## config.mk

```make
export PLATFORM = sky130hd
export DESIGN_NAME = fifo_queue_with_key_search
export DESIGN_NICKNAME = d
export VERILOG_FILES = /design/src/fqks_pkg.sv /design/src/fifo_queue_with_key_search.sv
export SDC_FILE = /design/constraint.sdc
export NUM_CORES = 2
export LEC_CHECK = 0
export BUFFER_PORTS_ARGS = -buffer_cell sky130_fd_sc_hd__buf_2
export CORE_MARGIN = 5
export CORE_UTILIZATION = 35
export DETAILED_ROUTE_END_ITERATION = 6
export GPL_TIMING_DRIVEN = 1
export PLACE_DENSITY = 0.47
export RECOVER_POWER = 100
export SYNTH_ARGS = -nofsm -noshare
export SYNTH_HDL_FRONTEND = slang
export SYNTH_SLANG_ARGS = --single-unit
```

## constraint.sdc

```tcl
create_clock -name clk -period 14.8 [get_ports clk]
set_input_delay 3.7 -clock clk [delete_from_list [all_inputs] [get_ports clk]]
set_output_delay 3.7 -clock clk [all_outputs]
set_load 0.02 [all_outputs]
```

## src/fqks_pkg.sv

```systemverilog
// Shared types and codes for the FIFO queue with key search.
package fqks_pkg;

  localparam int KEY_W = 64;

  localparam logic [1:0] OP_INSERT = 2'd0;
  localparam logic [1:0] OP_REMOVE = 2'd1;
  localparam logic [1:0] OP_SEARCH = 2'd2;
  localparam logic [1:0] OP_UPDATE = 2'd3;

  localparam logic [1:0] ST_OK        = 2'd0;
  localparam logic [1:0] ST_UNDERFLOW = 2'd1;
  localparam logic [1:0] ST_NOT_FOUND = 2'd2;
  localparam logic [1:0] ST_FULL      = 2'd3;

  typedef struct packed {
    logic [1:0]       opcode;
    logic [KEY_W-1:0] key;
    logic [KEY_W-1:0] new_key;
  } fqks_in_t;

  typedef struct packed {
    logic [1:0] status;
    logic [4:0] position;
  } fqks_out_t;

endpackage

```

## src/fifo_queue_with_key_search.sv

```systemverilog
// FIFO ring of name keys with insert, remove, search and update.
//
//   channel | direction | handshake             | payload
//   --------+-----------+-----------------------+----------------------------------
//   in_     | input     | in_valid / in_ready   | in_data  (opcode, key, new_key)
//   out_    | output    | out_valid / out_ready | out_data (status, position)
//
// Insert and remove go from acceptance straight to S_DONE, which registers out_valid.
// Search and update read one stored key per cycle through the single memory
// read port, scanning from the head until a match or until every stored key
// has been compared.
// One transaction at a time: in_ready is high only while the sequencer is idle.
// A result stalled by out_ready holds the sequencer in its final state.
// rst_n is synchronous; it empties the queue, stored keys are not cleared.
module fifo_queue_with_key_search #(
  parameter int QUEUE_DEPTH = 16,
  parameter int NAME_BITS   = 64
) (
  input  logic                clk,
  input  logic                rst_n,
  input  logic                in_valid,
  output logic                in_ready,
  input  fqks_pkg::fqks_in_t  in_data,
  output logic                out_valid,
  input  logic                out_ready,
  output fqks_pkg::fqks_out_t out_data
);
  import fqks_pkg::*;

  localparam int IW = (QUEUE_DEPTH > 1) ? $clog2(QUEUE_DEPTH) : 1;
  localparam int CW = $clog2(QUEUE_DEPTH + 1);
  localparam int SW = CW + 1;
  localparam int PW = (CW > 5) ? CW : 5;
  localparam logic [IW-1:0] IDX_LAST = IW'(QUEUE_DEPTH - 1);
  localparam logic [SW-1:0] DEPTH_S  = SW'(QUEUE_DEPTH);
  localparam logic [CW-1:0] DEPTH_C  = CW'(QUEUE_DEPTH);

  localparam logic [1:0] S_IDLE = 2'd0;
  localparam logic [1:0] S_SCAN = 2'd1;
  localparam logic [1:0] S_DONE = 2'd2;

  logic [NAME_BITS-1:0] mem [QUEUE_DEPTH];
  logic [NAME_BITS-1:0] mem_q;

  logic [1:0]           state_r, state_nxt;
  logic [IW-1:0]        head_r, head_nxt;
  logic [CW-1:0]        cnt_r, cnt_nxt;
  logic [IW-1:0]        cmp_ptr_r, cmp_ptr_nxt;
  logic [IW-1:0]        iss_ptr_r, iss_ptr_nxt;
  logic [CW-1:0]        cmp_off_r, cmp_off_nxt;
  logic [1:0]           op_r, op_nxt;
  logic [NAME_BITS-1:0] key_r, key_nxt;
  logic [NAME_BITS-1:0] nkey_r, nkey_nxt;
  logic [1:0]           res_st_r, res_st_nxt;
  logic [4:0]           res_pos_r, res_pos_nxt;
  logic                 out_valid_r, out_valid_nxt;
  fqks_out_t            out_data_r, out_data_nxt;

  logic                 in_fire;
  logic [IW-1:0]        rd_addr;
  logic                 mem_we;
  logic [IW-1:0]        mem_waddr;
  logic [NAME_BITS-1:0] mem_wdata;
  logic [SW-1:0]        tail_sum;
  logic [IW-1:0]        tail_idx;
  logic [PW-1:0]        pos_w;

  function automatic logic [IW-1:0] wrap_inc(input logic [IW-1:0] p);
    wrap_inc = (p == IDX_LAST) ? '0 : p + 1'b1;
  endfunction

  assign in_ready = (state_r == S_IDLE);
  assign in_fire  = in_valid && in_ready;
  assign out_valid = out_valid_r;
  assign out_data  = out_data_r;

  // Tail slot: head + count stays below twice the depth.
  assign tail_sum = SW'(head_r) + SW'(cnt_r);
  assign tail_idx = (tail_sum >= DEPTH_S) ? IW'(tail_sum - DEPTH_S) : IW'(tail_sum);
  assign pos_w    = PW'(cmp_off_r) + 1'b1;

  always_comb begin
    state_nxt     = state_r;
    head_nxt      = head_r;
    cnt_nxt       = cnt_r;
    cmp_ptr_nxt   = cmp_ptr_r;
    iss_ptr_nxt   = iss_ptr_r;
    cmp_off_nxt   = cmp_off_r;
    op_nxt        = op_r;
    key_nxt       = key_r;
    nkey_nxt      = nkey_r;
    res_st_nxt    = res_st_r;
    res_pos_nxt   = res_pos_r;
    out_valid_nxt = out_valid_r;
    out_data_nxt  = out_data_r;
    rd_addr       = iss_ptr_r;
    mem_we        = 1'b0;
    mem_waddr     = tail_idx;
    mem_wdata     = in_data.key[NAME_BITS-1:0];

    if (out_valid_r && out_ready) begin
      out_valid_nxt = 1'b0;
    end

    case (state_r)
      S_IDLE: begin
        rd_addr = head_r;
        if (in_fire) begin
          op_nxt      = in_data.opcode;
          key_nxt     = in_data.key[NAME_BITS-1:0];
          nkey_nxt    = in_data.new_key[NAME_BITS-1:0];
          res_st_nxt  = ST_OK;
          res_pos_nxt = '0;
          cmp_ptr_nxt = head_r;
          iss_ptr_nxt = wrap_inc(head_r);
          cmp_off_nxt = '0;
          state_nxt   = S_DONE;
          case (in_data.opcode)
            OP_INSERT: begin
              if (cnt_r == DEPTH_C) begin
                res_st_nxt = ST_FULL;
              end else begin
                mem_we  = 1'b1;
                cnt_nxt = cnt_r + 1'b1;
              end
            end
            OP_REMOVE: begin
              if (cnt_r == '0) begin
                res_st_nxt = ST_UNDERFLOW;
              end else begin
                head_nxt = wrap_inc(head_r);
                cnt_nxt  = cnt_r - 1'b1;
              end
            end
            default: begin
              if (cnt_r == '0) begin
                res_st_nxt = ST_NOT_FOUND;
              end else begin
                state_nxt = S_SCAN;
              end
            end
          endcase
        end
      end
      S_SCAN: begin
        // mem_q holds the key at cmp_ptr_r; iss_ptr_r is fetched meanwhile.
        iss_ptr_nxt = wrap_inc(iss_ptr_r);
        cmp_ptr_nxt = wrap_inc(cmp_ptr_r);
        cmp_off_nxt = cmp_off_r + 1'b1;
        if (mem_q == key_r) begin
          res_pos_nxt = pos_w[4:0];
          state_nxt   = S_DONE;
          if (op_r == OP_UPDATE) begin
            mem_we    = 1'b1;
            mem_waddr = cmp_ptr_r;
            mem_wdata = nkey_r;
          end
        end else if (cmp_off_r + 1'b1 == cnt_r) begin
          res_st_nxt = ST_NOT_FOUND;
          state_nxt  = S_DONE;
        end
      end
      S_DONE: begin
        if (!out_valid_r || out_ready) begin
          out_valid_nxt         = 1'b1;
          out_data_nxt.status   = res_st_r;
          out_data_nxt.position = res_pos_r;
          state_nxt             = S_IDLE;
        end
      end
      default: begin
        state_nxt = S_IDLE;
      end
    endcase
  end

  always_ff @(posedge clk) begin
    if (mem_we) begin
      mem[mem_waddr] <= mem_wdata;
    end
    mem_q <= mem[rd_addr];
  end

  always_ff @(posedge clk) begin
    if (!rst_n) begin
      state_r     <= S_IDLE;
      head_r      <= '0;
      cnt_r       <= '0;
      out_valid_r <= 1'b0;
    end else begin
      state_r     <= state_nxt;
      head_r      <= head_nxt;
      cnt_r       <= cnt_nxt;
      out_valid_r <= out_valid_nxt;
    end
  end

  always_ff @(posedge clk) begin
    cmp_ptr_r  <= cmp_ptr_nxt;
    iss_ptr_r  <= iss_ptr_nxt;
    cmp_off_r  <= cmp_off_nxt;
    op_r       <= op_nxt;
    key_r      <= key_nxt;
    nkey_r     <= nkey_nxt;
    res_st_r   <= res_st_nxt;
    res_pos_r  <= res_pos_nxt;
    out_data_r <= out_data_nxt;
  end

`ifndef SYNTHESIS
  a_cnt_bound: assert property (@(posedge clk) disable iff (!rst_n)
    cnt_r <= DEPTH_C)
    else $error("entry count exceeds queue depth");

  a_scan_in_range: assert property (@(posedge clk) disable iff (!rst_n)
    state_r == S_SCAN |-> cmp_off_r < cnt_r)
    else $error("scan offset past the last stored entry");

  a_insert_grows: assert property (@(posedge clk) disable iff (!rst_n)
    in_fire && in_data.opcode == OP_INSERT && cnt_r != DEPTH_C
    |=> cnt_r == $past(cnt_r) + 1'b1)
    else $error("insert did not grow the queue");

  a_remove_shrinks: assert property (@(posedge clk) disable iff (!rst_n)
    in_fire && in_data.opcode == OP_REMOVE && cnt_r != '0
    |=> cnt_r == $past(cnt_r) - 1'b1 && head_r == wrap_inc($past(head_r)))
    else $error("remove did not advance the head");

  a_no_overwrite: assert property (@(posedge clk) disable iff (!rst_n)
    state_r == S_DONE && out_valid_r && !out_ready |=> state_r == S_DONE)
    else $error("result left its final state while output stalled");
`endif

endmodule
```

==> load_flow_metrics.sql <==
INSERT INTO impl_metrics (metric_group, metric, value, unit) VALUES
('outcome', 'status', 'finished with violations', ''),
('outcome', 'failing_checks', 'capacitance limit, slew limit', ''),
('logic_synthesis', 'postSynthCellCount', '2294', ''),
('logic_synthesis', 'synthesis.area', '0.0478', 'mm^2'),
('setup_path', 'endpoint_of_the_worst_slack_reg_to_reg_timing_path', 'mem[1][24]', ''),
('finish', 'seq_area', '0.0370', 'mm^2'),
('sta', 'fin_hold_viols', '0', ''),
('die', 'floorplan.die.width', '380', 'um'),
('logic_synthesis', 'ys.flop_type', 'edfxtp_1', ''),
('sta', 'period_minus_slack', '9.94', 'ns'),
('clock_network', 'postCtsHoldBufs', '0', ''),
('setup_path', 'worstPathArrival', '10.17', 'ns'),
('global_routing', 'first_global_vias', '24350', ''),
('place', 'place_hpwl', '68200', 'um'),
('route', 'drc', '0', ''),
('route', 'totalWireLength', '120000', 'um'),
('logic_synthesis', 'multiplexer_share_of_the_synthesized_area', '13.9', '%'),
('logic_synthesis', 'main_combinational_cell_family_by_area_after_synthesis', 'multiplexers', ''),
('clock_network', 'cts.root.buffer_cell', 'clkbuf_16', ''),
('die', 'core-area', '0.136', 'mm^2'),
('setup_path', 'worst_setup_path_start', 'in_valid', ''),
('logic_synthesis', 'synth_cell_types', '45', ''),
('route', 'number_of_routed_nets_with_antenna_violations', '0', ''),
('logic_synthesis', 'synth-seq-cells', '1257', ''),
('sta', 'maxSlewHeadroom', '-455', '%'),
('logic_synthesis', 'syn_nets', '2440', ''),
('pwr', 'power.density', '182', 'mW/mm^2'),
('sta', 'grt_setup_unrepaired', 'false', ''),
('setup_path', 'setup.worst_path.end_class', 'flip-flop', ''),
('setup_path', 'worst_setup_path_endpoint', 'mem[1][24]', ''),
('place', 'place.detailed.instances', '4137', ''),
('logic_synthesis', 'synth-xor-area-share', '1.52', '%'),
('finish', 'filler_cell_count', '12047', ''),
('logic_synthesis', 'ys.warnings.count', '0', ''),
('route', 'dr_vias', '22800', ''),
('logic_synthesis', 'synth-edff-count', '1181', ''),
('die', 'fp-row-count', '135', ''),
('route', 'detailedRoute.firstIterationViolations', '1720', ''),
('finish', 'post_route_cells_drive_above_1_share', '21.1', '%'),
('clock_network', 'clkSlewWorstSetupHoldPaths', '0.06', 'ns'),
('pwr', 'vdd_drop_max', '135', 'uV'),
('die', 'fp.dieH', '380', 'um'),
('logic_synthesis', 'ys_async_sr_fraction', '0', '%'),
('global_routing', 'globalRouteTotalUtil', '16.5', '%'),
('logic_synthesis', 'synth_sequential_area_ratio', '77.3', '%'),
('logic_synthesis', 'arithmetic_cell_share_of_the_synthesized_area_counting_full_adders_half_adders_and_majority_gates', '0.345', '%'),
('min_path', 'hp-class', 'reg2reg', ''),
('sta', 'whs', '0.425', 'ns'),
('die', 'count_of_pins_on_the_block_boundary', '143', ''),
('setup_path', 'crit_fanout', '49', ''),
('setup_path', 'timing.reg2reg.setup_slack', '4.87', 'ns'),
('sta', 'timing.final.max_slew_violations', '1271', ''),
('setup_path', 'critPathRequiredTime', '15.03', 'ns'),
('logic_synthesis', 'avgSynthCellArea', '20.9', 'um^2'),
('place', 'io_buffer_count', '142', ''),
('finish', 'finalNetCount', '2643', ''),
('clock_network', 'post-cts-setup-buffers', '0', ''),
('route', 'wl_per_cell', '27.4', 'um'),
('clock_network', 'clock_tree_from_tritoncts', 'built', ''),
('global_routing', 'grt_overflow', '0', ''),
('place', 'gp_routability_congestion', '0.763', ''),
('sta', 'timing.final.ws_setup', '4.86', 'ns'),
('clock_network', 'cts-buffers-inserted', '139', ''),
('clock_network', 'cts_sinks', '1257', ''),
('place', 'preCtsSetupSlack', '7.53', 'ns'),
('pwr', 'finalPower', '9990', 'uW'),
('setup_path', 'timing_worst_setup_path_type', 'in2reg', ''),
('run', 'max_cap_violations', '30', ''),
('sta', 'final.setup.tns', '0', 'ns'),
('finish', 'area.growth.synth_to_final', '14.7', '%'),
('global_routing', 'grt_antenna_before_repair', '5', '');
layout make-up:
class	instances	area share, %
diodes	1	0.00456
clock buffers	179	6.97
clock inverters	73	1.24
inverters	9	0.0639
multi-input cells	912	18.8
flip-flops and latches	1257	67.4
well taps	1781	4.06
repair buffers	178	1.48
worst max-delay path, cell delays in order:
cell,delay (ns)
clkbuf_1,0.13
or3b_2,0.52
a2111oi_0,1.19
nand3_1,0.35
nor3b_1,0.29
a21o_1,0.71
clkbuf_1,3.18
where the power goes:
| part | internal [uW] | total [uW] | switching [uW] |
|---|---|---|---|
| registers | 4180 | 4300 | 123 |
| logic | 1030 | 2280 | 1250 |
| clock network | 2020 | 3400 | 1390 |
| total | 7230 | 9990 | 2760 |
state kept, by name, summed over array words and instances, names as in the netlist, 4 cells and up:
register / flops
cnt_r: 5
head_r: 4
mem: 1024
out_data: 7
res_pos_r: 5
cmp_ptr_r: 4
nkey_r: 64
iss_ptr_r: 4
mem_q: 64
cmp_off_r: 5
key_r: 64
per-layer routing:
layer	up-vias	share of wire, %	GRT usage (%)
met5	-	0	0
li1	9788	-	-
met1	12335	45	23.1
met2	541	48	26.9
met3	136	4.4	2.92
met4	0	2.2	4.63
cell usage after synthesis (11+ instances only):
library cell	number	area, um^2
a211oi_1	66	495
a21oi_1	11	55.1
a31oi_1	68	425
and2_1	67	419
buf_1	13	48.8
buf_2	30	150
buf_4	18	135
clkbuf_1	50	188
dfxtp_1	76	1520
edfxtp_1	1181	35500
mux2_2	68	766
mux4_2	256	5770
nand2_1	140	526
nand4_1	17	106
nor2_1	35	131
xnor2_1	74	648
kinds of logic (layout without fill, tap and decap cells):
family / after synthesis / count (layout)
compound gates: 179 / 179
xor+xnor: 83 / 83
fa+ha+maj: 12 / 12
buf+inv: 125 / 439
flops: 1257 / 1257
mux: 333 / 333
other cells: 0 / 1
simple gates: 305 / 305
how the worst min path moves through the flow:
stage	end	slack [ns]	cells after the start
after global placement	out_data[4]	0.41	0
after global routing	out_data[1]	0.44	0
final	out_data[1]	0.43	0
after CTS	out_data[1]	0.43	0
after detailed placement	out_data[1]	0.42	0
after floorplan	out_data[0]	0.40	0
through the flow:
step,cell area [um^2],utilization (%)
2_1_floorplan,47800,-
3_3_place_gp,50700,37.4
3_5_place_dp,50700,37.4
4_1_cts,55200,40.7
5_1_grt,54800,40.4
6_report,54800,40.4
cells in the final DEF (no fill, tap or decap), types with 10 or more instances in the layout:
| cell | synthesis | routed |
|---|---|---|
| xnor2_1 | 74 | 74 |
| ha_1 | 10 | 10 |
| clkinv_2 | 0 | 24 |
| mux2_1 | 0 | 64 |
| and2_0 | 0 | 31 |
| buf_2 | 30 | 64 |
| clkbuf_8 | 0 | 11 |
| a31oi_1 | 68 | 68 |
| and2_1 | 67 | 36 |
| nand2_1 | 140 | 140 |
| a211oi_1 | 66 | 66 |
| bufinv_16 | 0 | 11 |
| clkbuf_16 | 0 | 143 |
| nor3_1 | 9 | 10 |
| mux4_2 | 256 | 256 |
| nor2_1 | 35 | 35 |
| clkbuf_1 | 50 | 126 |
| clkinv_1 | 0 | 23 |
| buf_4 | 18 | 12 |
| nand4_1 | 17 | 17 |
| a21oi_1 | 11 | 11 |
| edfxtp_1 | 1181 | 1181 |
| dfxtp_1 | 76 | 76 |
No activity file was read; power rests on OpenSTA's default activity.
